===== config.mk =====
export PLATFORM = sky130hd
export DESIGN_NAME = imu_frame_parser
export DESIGN_NICKNAME = d
export VERILOG_FILES = /design/src/rtl/ifp_pkg.sv /design/src/rtl/ifp_front.sv /design/src/rtl/ifp_desc_queue.sv /design/src/rtl/ifp_back.sv /design/src/rtl/imu_frame_parser.sv
export SDC_FILE = /design/constraint.sdc
export NUM_CORES = 2
export LEC_CHECK = 0
export ABC_AREA = 1
export ABC_CLOCK_PERIOD_IN_PS = 8600
export BUFFER_PORTS_ARGS = -buffer_cell sky130_fd_sc_hd__buf_2
export CAP_MARGIN = 15
export CORE_AREA = 8 8 584 586
export CTS_CLUSTER_DIAMETER = 120
export DETAILED_ROUTE_END_ITERATION = 8
export DIE_AREA = 0 0 592 594
export PLACE_DENSITY = 0.41
export RECOVER_POWER = 100
export SYNTH_ARGS = -nofsm -noshare
export SYNTH_HDL_FRONTEND = slang
export SYNTH_SLANG_ARGS = --single-unit

===== constraint.sdc =====
create_clock -name clock -period 8.6 [get_ports clock]
set_input_delay 0 -clock clock [delete_from_list [all_inputs] [get_ports clock]]
set_output_delay 0 -clock clock [all_outputs]
set_load 0.005 [all_outputs]

===== src/rtl/ifp_pkg.sv =====
`timescale 1ns / 1ps
// ----------------------------------------------------------------------------
// ifp_pkg - shared types and constants of the IMU frame parser
// Frame markers, type codes, register indexes and the records that travel
// between the frame assembler, the frame queue and the scaling back end.
// ----------------------------------------------------------------------------
package ifp_pkg;

   // frame layout
   localparam logic [7:0] FRAME_START = 8'h55;
   localparam logic [3:0] LAST_COUNT  = 4'd10;   // position of the checksum byte
   localparam int         FRAME_SLOTS = 10;

   // type bytes
   localparam logic [7:0] TYPE_ACCEL = 8'h51;
   localparam logic [7:0] TYPE_GYRO  = 8'h52;
   localparam logic [7:0] TYPE_ANGLE = 8'h53;

   // configuration registers
   localparam int CSR_ADDR_W = 2;
   localparam int SCALE_W    = 28;
   localparam logic [CSR_ADDR_W-1:0] CSR_ACCEL_FS = 2'd0;
   localparam logic [CSR_ADDR_W-1:0] CSR_GYRO_FS  = 2'd1;
   localparam logic [CSR_ADDR_W-1:0] CSR_ANGLE_FS = 2'd2;
   localparam logic [SCALE_W-1:0] ACCEL_FS_RESET = 28'd10276045;
   localparam logic [SCALE_W-1:0] GYRO_FS_RESET  = 28'd131072000;
   localparam logic [SCALE_W-1:0] ANGLE_FS_RESET = 28'd11796480;

   // frame queue depth between front and back
   localparam int DESC_DEPTH = 2;

   // temperature: floor(m / 100) = (m * TEMP_RECIP) >> TEMP_SHIFT for m < 2^32
   localparam logic [31:0] TEMP_RECIP = 32'd2748779070;
   localparam int          TEMP_SHIFT = 38;

   // result field widths
   localparam int AXIS_W = 29;
   localparam int TEMP_W = 26;

   typedef enum logic [1:0] {
      KIND_ACCEL = 2'd0,
      KIND_GYRO  = 2'd1,
      KIND_ANGLE = 2'd2,
      KIND_OTHER = 2'd3
   } kind_type;

   // one checked frame, raw words little-endian already assembled
   typedef struct packed {
      kind_type    kind;
      logic [7:0]  type_byte;
      logic [15:0] raw_x;
      logic [15:0] raw_y;
      logic [15:0] raw_z;
      logic [15:0] raw_w;
   } desc_type;

   // front end output toward the frame queue
   typedef struct packed {
      logic     push;
      desc_type desc;
   } front_out_type;

   // one finished result word
   typedef struct packed {
      kind_type           kind;
      logic [7:0]         type_byte;
      logic [AXIS_W-1:0]  axis_x;
      logic [AXIS_W-1:0]  axis_y;
      logic [AXIS_W-1:0]  axis_z;
      logic [TEMP_W-1:0]  temperature;
      logic               temp_valid;
      logic [15:0]        version_word;
   } rsp_type;

endpackage


===== src/rtl/ifp_front.sv =====
`timescale 1ns / 1ps
// ----------------------------------------------------------------------------
// ifp_front - frame assembler
// Hunts for the start byte, collects the frame, keeps a running checksum and
// hands each good frame, already classified, to the frame queue.
// ----------------------------------------------------------------------------
module ifp_front
   import ifp_pkg::*;
(
   input  logic          clock,
   input  logic          reset,
   input  logic          req_push,
   input  logic [7:0]    req_rx_byte,
   output logic          req_full,
   input  logic          desc_full,
   output front_out_type front_out
);

   logic [3:0] cnt_ff, cnt_in;
   logic [7:0] sum_ff, sum_in;
   logic [7:0] bytes_ff [FRAME_SLOTS];
   logic       accept;
   logic       good;
   kind_type   kind;

   // stall only on the checksum byte, and only if the queue has no room
   assign req_full = (cnt_ff == LAST_COUNT) && desc_full;
   assign accept   = req_push && !req_full;

   // byte counter and running checksum
   always_comb begin
      cnt_in = cnt_ff;
      sum_in = sum_ff;
      good   = 1'b0;
      if (accept) begin
         if (cnt_ff == 4'd0) begin
            if (req_rx_byte == FRAME_START) begin
               cnt_in = 4'd1;
               sum_in = req_rx_byte;
            end
         end else if (cnt_ff == LAST_COUNT) begin
            cnt_in = 4'd0;
            sum_in = 8'd0;
            good   = (req_rx_byte == sum_ff);
         end else begin
            cnt_in = cnt_ff + 4'd1;
            sum_in = sum_ff + req_rx_byte;
         end
      end
   end

   always_ff @(posedge clock) begin
      if (reset) begin
         cnt_ff <= 4'd0;
         sum_ff <= 8'd0;
      end else begin
         cnt_ff <= cnt_in;
         sum_ff <= sum_in;
      end
   end

   // frame body, one slot per position
   always_ff @(posedge clock) begin
      if (accept && (cnt_ff != LAST_COUNT)) begin
         bytes_ff[cnt_ff] <= req_rx_byte;
      end
   end

   // classify by type byte
   always_comb begin
      unique case (bytes_ff[1])
         TYPE_ACCEL: kind = KIND_ACCEL;
         TYPE_GYRO:  kind = KIND_GYRO;
         TYPE_ANGLE: kind = KIND_ANGLE;
         default:    kind = KIND_OTHER;
      endcase
   end

   assign front_out.push           = good;
   assign front_out.desc.kind      = kind;
   assign front_out.desc.type_byte = bytes_ff[1];
   assign front_out.desc.raw_x     = {bytes_ff[3], bytes_ff[2]};
   assign front_out.desc.raw_y     = {bytes_ff[5], bytes_ff[4]};
   assign front_out.desc.raw_z     = {bytes_ff[7], bytes_ff[6]};
   assign front_out.desc.raw_w     = {bytes_ff[9], bytes_ff[8]};

endmodule


===== src/rtl/ifp_desc_queue.sv =====
`timescale 1ns / 1ps
// ----------------------------------------------------------------------------
// ifp_desc_queue - frame queue
// Short FIFO of checked frames between the assembler and the back end.
// ----------------------------------------------------------------------------
module ifp_desc_queue
   import ifp_pkg::*;
(
   input  logic     clock,
   input  logic     reset,
   input  logic     push,
   input  desc_type wdata,
   output logic     full,
   input  logic     pop,
   output desc_type rdata,
   output logic     empty
);

   localparam int PTR_W = $clog2(DESC_DEPTH);
   localparam int CNT_W = $clog2(DESC_DEPTH + 1);

   desc_type           mem_ff [DESC_DEPTH];
   logic [PTR_W-1:0]   wr_ptr_ff, wr_ptr_in;
   logic [PTR_W-1:0]   rd_ptr_ff, rd_ptr_in;
   logic [CNT_W-1:0]   cnt_ff, cnt_in;
   logic               do_push, do_pop;

   assign full    = (cnt_ff == CNT_W'(DESC_DEPTH));
   assign empty   = (cnt_ff == '0);
   assign do_push = push && !full;
   assign do_pop  = pop && !empty;
   assign rdata   = mem_ff[rd_ptr_ff];

   // pointers wrap at the depth
   always_comb begin
      wr_ptr_in = wr_ptr_ff;
      rd_ptr_in = rd_ptr_ff;
      cnt_in    = cnt_ff;
      if (do_push) begin
         wr_ptr_in = (wr_ptr_ff == PTR_W'(DESC_DEPTH - 1)) ? '0 : wr_ptr_ff + 1'b1;
      end
      if (do_pop) begin
         rd_ptr_in = (rd_ptr_ff == PTR_W'(DESC_DEPTH - 1)) ? '0 : rd_ptr_ff + 1'b1;
      end
      if (do_push && !do_pop) begin
         cnt_in = cnt_ff + 1'b1;
      end else if (do_pop && !do_push) begin
         cnt_in = cnt_ff - 1'b1;
      end
   end

   always_ff @(posedge clock) begin
      if (reset) begin
         wr_ptr_ff <= '0;
         rd_ptr_ff <= '0;
         cnt_ff    <= '0;
      end else begin
         wr_ptr_ff <= wr_ptr_in;
         rd_ptr_ff <= rd_ptr_in;
         cnt_ff    <= cnt_in;
      end
   end

   always_ff @(posedge clock) begin
      if (do_push) begin
         mem_ff[wr_ptr_ff] <= wdata;
      end
   end

endmodule


===== src/rtl/ifp_back.sv =====
`timescale 1ns / 1ps
// ----------------------------------------------------------------------------
// ifp_back - scaling back end
// Holds the full-scale registers, scales axes and temperature in a two-stage
// pipeline (multiply, then format) and buffers finished words in a result FIFO.
// ----------------------------------------------------------------------------
module ifp_back
   import ifp_pkg::*;
#(
   parameter int RSP_DEPTH = 4
) (
   input  logic                  clock,
   input  logic                  reset,
   input  logic                  csr_we,
   input  logic [CSR_ADDR_W-1:0] csr_addr,
   input  logic [SCALE_W-1:0]    csr_wdata,
   input  logic                  desc_empty,
   input  desc_type              desc,
   output logic                  desc_pop,
   input  logic                  rsp_pop,
   output logic                  rsp_empty,
   output rsp_type               rsp
);

   localparam int PTR_W = $clog2(RSP_DEPTH);
   localparam int CNT_W = $clog2(RSP_DEPTH + 1);

   // full-scale registers
   logic [SCALE_W-1:0] accel_fs_ff, gyro_fs_ff, angle_fs_ff;

   always_ff @(posedge clock) begin
      if (reset) begin
         accel_fs_ff <= ACCEL_FS_RESET;
         gyro_fs_ff  <= GYRO_FS_RESET;
         angle_fs_ff <= ANGLE_FS_RESET;
      end else if (csr_we) begin
         unique case (csr_addr)
            CSR_ACCEL_FS: accel_fs_ff <= csr_wdata;
            CSR_GYRO_FS:  gyro_fs_ff  <= csr_wdata;
            CSR_ANGLE_FS: angle_fs_ff <= csr_wdata;
            default: ;
         endcase
      end
   end

   // stage 1: multiply
   logic                s1_v_ff;
   kind_type            s1_kind_ff;
   logic [7:0]          s1_type_ff;
   logic signed [44:0]  s1_px_ff, s1_py_ff, s1_pz_ff;
   logic [63:0]         s1_tprod_ff;
   logic                s1_tneg_ff;
   logic                s1_tvalid_ff;
   logic [15:0]         s1_ver_ff;

   logic [SCALE_W-1:0]  scale;
   logic [16:0]         temp_mag;
   logic [31:0]         temp_num;
   logic signed [SCALE_W:0] scale_s;

   always_comb begin
      unique case (desc.kind)
         KIND_ACCEL: scale = accel_fs_ff;
         KIND_GYRO:  scale = gyro_fs_ff;
         KIND_ANGLE: scale = angle_fs_ff;
         default:    scale = '0;
      endcase
   end

   assign scale_s  = $signed({1'b0, scale});
   // magnitude of the temperature word, then |raw| * 65536 + 50
   assign temp_mag = desc.raw_w[15] ? (~{desc.raw_w[15], desc.raw_w} + 17'd1)
                                    : {1'b0, desc.raw_w};
   assign temp_num = {temp_mag[15:0], 16'd50} | {temp_mag[16], 31'd0};

   always_ff @(posedge clock) begin
      if (reset) begin
         s1_v_ff <= 1'b0;
      end else begin
         s1_v_ff <= desc_pop;
      end
   end

   always_ff @(posedge clock) begin
      if (desc_pop) begin
         s1_kind_ff   <= desc.kind;
         s1_type_ff   <= desc.type_byte;
         s1_px_ff     <= $signed(desc.raw_x) * scale_s;
         s1_py_ff     <= $signed(desc.raw_y) * scale_s;
         s1_pz_ff     <= $signed(desc.raw_z) * scale_s;
         s1_tprod_ff  <= temp_num * TEMP_RECIP;
         s1_tneg_ff   <= desc.raw_w[15];
         s1_tvalid_ff <= (desc.kind == KIND_ACCEL) || (desc.kind == KIND_GYRO);
         s1_ver_ff    <= (desc.kind == KIND_ANGLE) ? desc.raw_w : 16'd0;
      end
   end

   // stage 2: floor shift of the axes, signed rounding of temperature
   logic              s2_v_ff;
   rsp_type           s2_rsp_ff, s2_rsp_in;
   logic [TEMP_W-1:0] temp_q;

   assign temp_q = s1_tprod_ff[TEMP_SHIFT +: TEMP_W];

   always_comb begin
      s2_rsp_in.kind         = s1_kind_ff;
      s2_rsp_in.type_byte    = s1_type_ff;
      s2_rsp_in.axis_x       = s1_px_ff[15 +: AXIS_W];
      s2_rsp_in.axis_y       = s1_py_ff[15 +: AXIS_W];
      s2_rsp_in.axis_z       = s1_pz_ff[15 +: AXIS_W];
      s2_rsp_in.temp_valid   = s1_tvalid_ff;
      s2_rsp_in.version_word = s1_ver_ff;
      if (!s1_tvalid_ff) begin
         s2_rsp_in.temperature = '0;
      end else if (s1_tneg_ff) begin
         s2_rsp_in.temperature = ~temp_q + 1'b1;
      end else begin
         s2_rsp_in.temperature = temp_q;
      end
   end

   always_ff @(posedge clock) begin
      if (reset) begin
         s2_v_ff <= 1'b0;
      end else begin
         s2_v_ff <= s1_v_ff;
      end
   end

   always_ff @(posedge clock) begin
      if (s1_v_ff) begin
         s2_rsp_ff <= s2_rsp_in;
      end
   end

   // result FIFO
   rsp_type           mem_ff [RSP_DEPTH];
   logic [PTR_W-1:0]  wr_ptr_ff, wr_ptr_in;
   logic [PTR_W-1:0]  rd_ptr_ff, rd_ptr_in;
   logic [CNT_W-1:0]  cnt_ff, cnt_in;
   logic [CNT_W:0]    used;
   logic              do_pop;

   assign rsp_empty = (cnt_ff == '0);
   assign do_pop    = rsp_pop && !rsp_empty;
   assign rsp       = mem_ff[rd_ptr_ff];

   // take a frame only if its word is sure of a FIFO slot
   assign used     = (CNT_W+1)'(cnt_ff) + (CNT_W+1)'(s1_v_ff) + (CNT_W+1)'(s2_v_ff);
   assign desc_pop = !desc_empty && (used < (CNT_W+1)'(RSP_DEPTH));

   always_comb begin
      wr_ptr_in = wr_ptr_ff;
      rd_ptr_in = rd_ptr_ff;
      cnt_in    = cnt_ff;
      if (s2_v_ff) begin
         wr_ptr_in = (wr_ptr_ff == PTR_W'(RSP_DEPTH - 1)) ? '0 : wr_ptr_ff + 1'b1;
      end
      if (do_pop) begin
         rd_ptr_in = (rd_ptr_ff == PTR_W'(RSP_DEPTH - 1)) ? '0 : rd_ptr_ff + 1'b1;
      end
      if (s2_v_ff && !do_pop) begin
         cnt_in = cnt_ff + 1'b1;
      end else if (do_pop && !s2_v_ff) begin
         cnt_in = cnt_ff - 1'b1;
      end
   end

   always_ff @(posedge clock) begin
      if (reset) begin
         wr_ptr_ff <= '0;
         rd_ptr_ff <= '0;
         cnt_ff    <= '0;
      end else begin
         wr_ptr_ff <= wr_ptr_in;
         rd_ptr_ff <= rd_ptr_in;
         cnt_ff    <= cnt_in;
      end
   end

   always_ff @(posedge clock) begin
      if (s2_v_ff) begin
         mem_ff[wr_ptr_ff] <= s2_rsp_ff;
      end
   end

endmodule


===== src/rtl/imu_frame_parser.sv =====
`timescale 1ns / 1ps
// ----------------------------------------------------------------------------
// imu_frame_parser - serial IMU frame parser
// Assembles 11-byte sensor frames, checks the checksum and emits one scaled
// Q16.16 result word per good frame.
//
//   channel | direction | handshake         | payload
//   req_    | in        | push / full       | rx_byte
//   rsp_    | out       | empty / pop       | kind, type, axes, temp, version
//   csr_    | in        | we (no wait)      | addr, wdata (full-scale regs)
//
// One byte is taken every cycle; full rises only on a checksum byte while the
// frame queue is full. After its checksum byte a good frame's word passes
// through the queue, the multiply and the format stage to the result FIFO.
// Reset is synchronous and clears all counters and queues; no clearing pass.
// A stalled result side backs up through the result FIFO and frame queue
// before it ever holds off the byte input.
// ----------------------------------------------------------------------------
module imu_frame_parser
   import ifp_pkg::*;
#(
   parameter int RSP_DEPTH = 4
) (
   input  logic                         clock,
   input  logic                         reset,
   // bytes in
   input  logic                         req_push,
   input  logic [7:0]                   req_rx_byte,
   output logic                         req_full,
   // results out
   output logic                         rsp_empty,
   input  logic                         rsp_pop,
   output logic [1:0]                   rsp_frame_kind,
   output logic [7:0]                   rsp_type_byte,
   output logic signed [AXIS_W-1:0]     rsp_axis_x,
   output logic signed [AXIS_W-1:0]     rsp_axis_y,
   output logic signed [AXIS_W-1:0]     rsp_axis_z,
   output logic signed [TEMP_W-1:0]     rsp_temperature,
   output logic                         rsp_temp_valid,
   output logic [15:0]                  rsp_version_word,
   // configuration
   input  logic                         csr_we,
   input  logic [CSR_ADDR_W-1:0]        csr_addr,
   input  logic [SCALE_W-1:0]           csr_wdata
);

   front_out_type front_out;
   desc_type      desc;
   logic          desc_full;
   logic          desc_empty;
   logic          desc_pop;
   rsp_type       rsp;

   // front: frame assembly and checksum
   ifp_front u_front (
      .clock       (clock),
      .reset       (reset),
      .req_push    (req_push),
      .req_rx_byte (req_rx_byte),
      .req_full    (req_full),
      .desc_full   (desc_full),
      .front_out   (front_out)
   );

   // queue of checked frames
   ifp_desc_queue u_desc_queue (
      .clock (clock),
      .reset (reset),
      .push  (front_out.push),
      .wdata (front_out.desc),
      .full  (desc_full),
      .pop   (desc_pop),
      .rdata (desc),
      .empty (desc_empty)
   );

   // back: scaling and result buffering
   ifp_back #(
      .RSP_DEPTH (RSP_DEPTH)
   ) u_back (
      .clock      (clock),
      .reset      (reset),
      .csr_we     (csr_we),
      .csr_addr   (csr_addr),
      .csr_wdata  (csr_wdata),
      .desc_empty (desc_empty),
      .desc       (desc),
      .desc_pop   (desc_pop),
      .rsp_pop    (rsp_pop),
      .rsp_empty  (rsp_empty),
      .rsp        (rsp)
   );

   assign rsp_frame_kind   = rsp.kind;
   assign rsp_type_byte    = rsp.type_byte;
   assign rsp_axis_x       = $signed(rsp.axis_x);
   assign rsp_axis_y       = $signed(rsp.axis_y);
   assign rsp_axis_z       = $signed(rsp.axis_z);
   assign rsp_temperature  = $signed(rsp.temperature);
   assign rsp_temp_valid   = rsp.temp_valid;
   assign rsp_version_word = rsp.version_word;

   // a good frame is never offered to a full frame queue
   assert property (@(posedge clock) disable iff (reset)
      front_out.push |-> !desc_full)
      else $error("frame pushed into full frame queue");

   // a pushed frame is waiting in the queue on the next cycle
   assert property (@(posedge clock) disable iff (reset)
      front_out.push |=> !desc_empty)
      else $error("pushed frame missing from frame queue");

   // the byte input is held off only while frames are waiting
   assert property (@(posedge clock) disable iff (reset)
      req_full |-> !desc_empty)
      else $error("input stalled with empty frame queue");

endmodule

After elaboration in Yosys (flattened, before gate mapping)

Memory sizes are Yosys's and may differ from the RTL's. A register that Yosys moved wholly into a read port is not among the register bits.
Cells that the tools add are included.

Flip-flop bits (word level): 472
Memory bits (writable): 788
Input bits: 43
Memories: 3

Add/subtract/negate cells: 14
Multipliers: 4
Order comparisons: 1
Equal/unequal tests: 15
Muxes and demuxes: 31
Bitwise operators: 3
Reduce and logical (&&, ||, !) cells: 31

Memory list:

| name                | words | bits a word | read ports | clocked after Yosys merged registers in | wr ports | RTL line             | RTL |
|---|---|---|---|---|---|---|---|
| u_back.mem_ff       | 4     | 140         | 1          | 1                                       | 1        | ifp_back.sv:137      | `rsp_type mem_ff [RSP_DEPTH];` |
| u_desc_queue.mem_ff | 2     | 74          | 1          | 1                                       | 1        | ifp_desc_queue.sv:22 | `desc_type mem_ff [DESC_DEPTH];` |
| u_front.bytes_ff    | 10    | 8           | 9          | 0                                       | 1        | ifp_front.sv:21      | `logic [7:0] bytes_ff [FRAME_SLOTS];` |

Operator list:

| operator               | count |
|---|---|
| $mul 16x29->44         | 3 |
| $pmux 28 s3            | 1 |
| $mul 32x31->63 const B | 1 |
| $eq 8x7->1 const B     | 4 |
| $or 32x32->32          | 1 |
| $add 26x1->26 const B  | 1 |
| $mux 26                | 1 |
| $not 26->26            | 1 |
| $mux 8                 | 3 |
| $add 17x1->17 const B  | 1 |
| $mux 17                | 1 |
| $not 17->17            | 1 |
| $mux 1                 | 13 |
| $mux 2                 | 6 |
| $mux 4                 | 3 |
| $logic_and 1x1->1      | 11 |
| $eq 2x2->1 const B     | 5 |
| $add 8x8->8            | 1 |
| $eq 8x8->1             | 1 |
| $logic_not 1->1        | 8 |
| $reduce_and 2->1       | 4 |
| $add 2x1->2 const B    | 3 |
| $logic_not 2->1        | 3 |
| $mux 3                 | 2 |
| other kinds (17)       | 20 |

Longest topological paths before layout

Depth after elaboration: 10
Depth in mapped cells: 40
Gate-level depth less buffers: 38

Cells and area by module

Synthesis repeated with hierarchy kept, for this count alone.

Cells, all modules: 10507
Area, all modules: 99778.2 um^2

By module, submodules not included:

| module         | times used | cells each | area each (um^2) | sequential area each (um^2) |
|---|---|---|---|---|
| ifp_back       | 1          | 9978       | 90660.7          | 27156.0 |
| ifp_desc_queue | 1          | 267        | 5833.1           | 4544.4 |
| ifp_front      | 1          | 262        | 3284.4           | 2402.3 |

Worst setup path after synthesis

Ideal clock, no wire load.

Path kind: register to register
Start point: reg (tool-made name)
End point: reg u_back.s1_tprod_ff[48] (data pin)
Library setup time: 0.259 ns
Arrival time: 7.390 ns
Slack: 0.951 ns
Cell stages (with the launch flop): 39
Clock period less this slack: 7.649 ns
Cells stage by stage: dfxtp_1 buf_6 inv_6 buf_6 or2_4 o21ai_4 ha_1 inv_1 nor3_1 nand4_1 nand2_1 o21ai_2 nor2_1 xor2_1 inv_1 fa_1 inv_1 fa_1 (+3 left out) inv_1 fa_1 inv_1 fa_1 inv_1 fa_1 inv_1 ha_1 nand2_1 nor2_1 inv_1 nor2_1 a41o_1 a21oi_1 o21ai_4 nand2_1 nand2_1 xor2_1

RTL lines:

| element              | RTL line       | RTL |
|---|---|---|
| end signal, assigned | ifp_back.sv:91 | `s1_tprod_ff <= temp_num * TEMP_RECIP;` |
| end, declared        | ifp_back.sv:51 | `logic [63:0] s1_tprod_ff;` |

==> impl_metrics.env <==
export IMPL_nets=12600
export IMPL_max_slew_margin_rel_pct=-316
export IMPL_port_buffers=184
export IMPL_slowest_delay_ns=0.53
export IMPL_worstSetupStartpointType="flop"
export IMPL_fin_skew_ns=0.0692
export IMPL_dieArea_um2=352000
export IMPL_async_flop_share_pct=0
export IMPL_gp_congestion=0.884
export IMPL_violations="capacitance limit, slew limit"
export IMPL_core_um2=332000
export IMPL_yosysTopAreaCellShare_pct=32.2
export IMPL_netlist_area_um2=98900
export IMPL_cp_max_fo=21
export IMPL_end_kind="flop"
export IMPL_rows=212
export IMPL_via_count=69900
export IMPL_drive_gt1_share_pct=5.16
export IMPL_area_growth_pct=12.0
export IMPL_synthCells=10400
export IMPL_path_class="reg -> reg"
export IMPL_dp_cells=14800
export IMPL_max_freq_ghz=0.122
export IMPL_ys_seq_elements=1173
export IMPL_io_pins=185
export IMPL_viasPerCell=4.62
export IMPL_cp_data_arrival_time_ns=8.71
export IMPL_post_route_period_util_pct=95.4
export IMPL_ys_top_cells_by_area="edfxtp_1 32%, fa_1 26%, inv_1 9.6%"
export IMPL_synth_avg_cell_area_um2=9.50
export IMPL_critPathRequiredTime_ns=9.10
export IMPL_clockBufferDepth=4
export IMPL_worst_slew_pin_slew_ns=6.23
export IMPL_rsz0062_at_grt="no"
export IMPL_cts_tree="yes"
export IMPL_grt_pass1_vias=73900
export IMPL_die_w_um=592
export IMPL_ys_flop_type="edfxtp_1"
export IMPL_drt_pass1_iterations=6
export IMPL_synth_enable_flop_cells=1061
export IMPL_antenna_found_initial=29
export IMPL_dr_first_iter_drc_count=4340
export IMPL_die_h_um=594
export IMPL_syn_nets=12400
export IMPL_cts_sinks=1173
export IMPL_postPlaceCellArea_um2=106000
export IMPL_grt_pass1_wl_um=476000
export IMPL_drv_cap=29
export IMPL_ys_types=64
export IMPL_post_drt_wl_per_cell_um=21.0
export IMPL_critPathSlowestCell="fa_1"
export IMPL_yosysTopAreaCell="edfxtp_1"
export IMPL_final_min_clock_period_ns=8.21
export IMPL_drc=0
export IMPL_root_buffer="clkbuf_16"
export IMPL_final_fill_count=34300
export IMPL_clk_latency_ns=0.83
export IMPL_cts_made_buffers=146
export IMPL_clk_pin_slew_ns=0.06
export IMPL_drt_total_wl_um=317000
export IMPL_crit_top_cell="inv_1"
export IMPL_grt_usage_pct=17.8
export IMPL_grt_overflow=0
export IMPL_setup_viol_count_final=0
export IMPL_fin_cells=15100
export IMPL_drtAntennaViolNets=0
export IMPL_dpl_hpwl_um=241000
export IMPL_tns_ns=0
export IMPL_maxSlewViolCount=1408
export IMPL_yosysSeqAreaShare_pct=34.5
export IMPL_start_util_pct=29.8
export IMPL_worst_hold_path_type="in -> reg"
export IMPL_ys_warn_count=0
export IMPL_grt_max_degree=152
export IMPL_outcome="complete, but fails checks"
export IMPL_hold_violations=0
export IMPL_fin_area_um2=111000
export IMPL_postCtsSetupBuffers=0
export IMPL_cts_max_level=4
## critical path: cells and delay by family (launching register included)
family	cells	cell delay [ns]
compound gates	7	1.83
fa+ha+maj	7	3.19
flops	1	0.39
simple gates	4	0.40
xor+xnor	1	0.15
buf+inv	9	1.89
## cell usage in the layout, fill, tap and decap left out, drive strengths merged, types with 6 or more instances in the layout
cell type       n
a211oi          6
a21o           12
a21oi         319
a31oi          46
and3            6
buf           228
bufinv         11
clkbuf        350
clkinv         56
clkinvlp        9
dfxtp         112
diode          11
dlygate4sd3    52
edfxtp       1061
fa           1266
ha            699
inv          2555
nand2        2041
nand3         105
nand4          23
nor2          788
nor3           63
nor4           13
o211ai         23
o21a           33
o21ai         539
o21bai          6
o22ai         142
or2            17
xnor2          30
xor2           91
## cells in the mapped netlist (all sizes together) (63+ instances only)
cell type	instances
inv	2551
nand2	2041
fa	1266
edfxtp	1061
nor2	788
ha	699
o21ai	539
a21oi	319
clkbuf	252
o22ai	142
buf	122
dfxtp	112
nand3	105
xor2	91
nor3	63
## layout make-up
class | instances | area, um2 | share of cell area, %
Inverter | 2557 | 9620 | 8.68
Clock buffer | 179 | 3850 | 3.47
Antenna cell | 11 | 27.5 | 0.0248
Timing Repair Buffer | 451 | 3200 | 2.88
Sequential cell | 1173 | 34100 | 30.8
Clock inverter | 74 | 738 | 0.666
Multi-Input combinational cell | 6304 | 53800 | 48.5
Tap cell | 4387 | 5490 | 4.95
## per-stage QoR
stage	setup WS, ns	hold WS, ns	utilization, %
floorplan	0.951	0.0989	-
global placement	0.343	0.232	32.0
detailed placement	0.362	0.238	32.0
CTS	0.329	0.00653	33.5
global route	0.00260	0.0544	33.4
finish	0.393	0.0435	33.4
## final timing paths
| path | cells after the start | slack [ns] | startpoint | endpoint |
|---|---|---|---|---|
| setup / recovery | 28 | 0.39 | flop | u_back.s1_py_ff[37]$_DFFE_PP_ |
| hold / removal | 4 | 0.04 | csr_wdata[16] | u_back.accel_fs_ff[16]$_SDFFE_PP0P_ |
| setup reg to reg | 28 | 0.39 | flop | u_back.s1_py_ff[37]$_DFFE_PP_ |
| hold reg to reg | 0 | 0.40 | u_back.s1_px_ff[36]$_DFFE_PP_ | u_back.s2_rsp_ff[122]$_DFFE_PP_ |
## kinds of logic after synthesis
kind of cell / count (synthesis) / share of synthesized area (%)
AO/OA/AOI/OAI: 1154 / 6.49
XOR/XNOR: 121 / 1.11
adder cells (fa/ha/maj): 1965 / 34.5
buffers and inverters: 2931 / 11.3
flip-flops: 1173 / 34.5
multiplexers: 4 / 0.0443
AND/OR/NAND/NOR: 3060 / 12.1
## registers in the layout, summed over array words and instances (netlist names), 3 cells and up, named ones only
register / count
u_back.s1_py_ff: 29
u_back.angle_fs_ff: 28
u_back.s1_tprod_ff: 26
u_front.sum_ff: 8
u_back.cnt_ff: 3
u_back.accel_fs_ff: 28
u_back.mem_ff: 560
u_front.bytes_ff: 72
u_back.s1_ver_ff: 16
u_back.s2_rsp_ff: 140
u_back.gyro_fs_ff: 28
u_front.cnt_ff: 4
u_back.s1_pz_ff: 29
u_back.s1_type_ff: 8
u_desc_queue.mem_ff: 148
u_back.s1_px_ff: 29
## per-layer routing
layer | wire length [um] | global-route usage [%] | vias up | share of wire, %
li1 | - | - | 32400 | -
met1 | 149000 | 25.0 | 35600 | 47
met2 | 148000 | 29.3 | 1488 | 47
met3 | 13500 | 2.30 | 381 | 4.3
met4 | 7020 | 3.90 | 28 | 2.2
met5 | 176 | 0 | - | 0.055
## timing repair
action                                  4_1_cts  5_1_grt
endpoints found under the setup margin        0        8
gates resized for setup                       0        5
hold buffers                                 52        0
hold endpoints to repair                    254        0
Power is left out: the tool's default activity adds up to more than one toggle a clock period on the data nets, which glitch-free logic cannot reach.
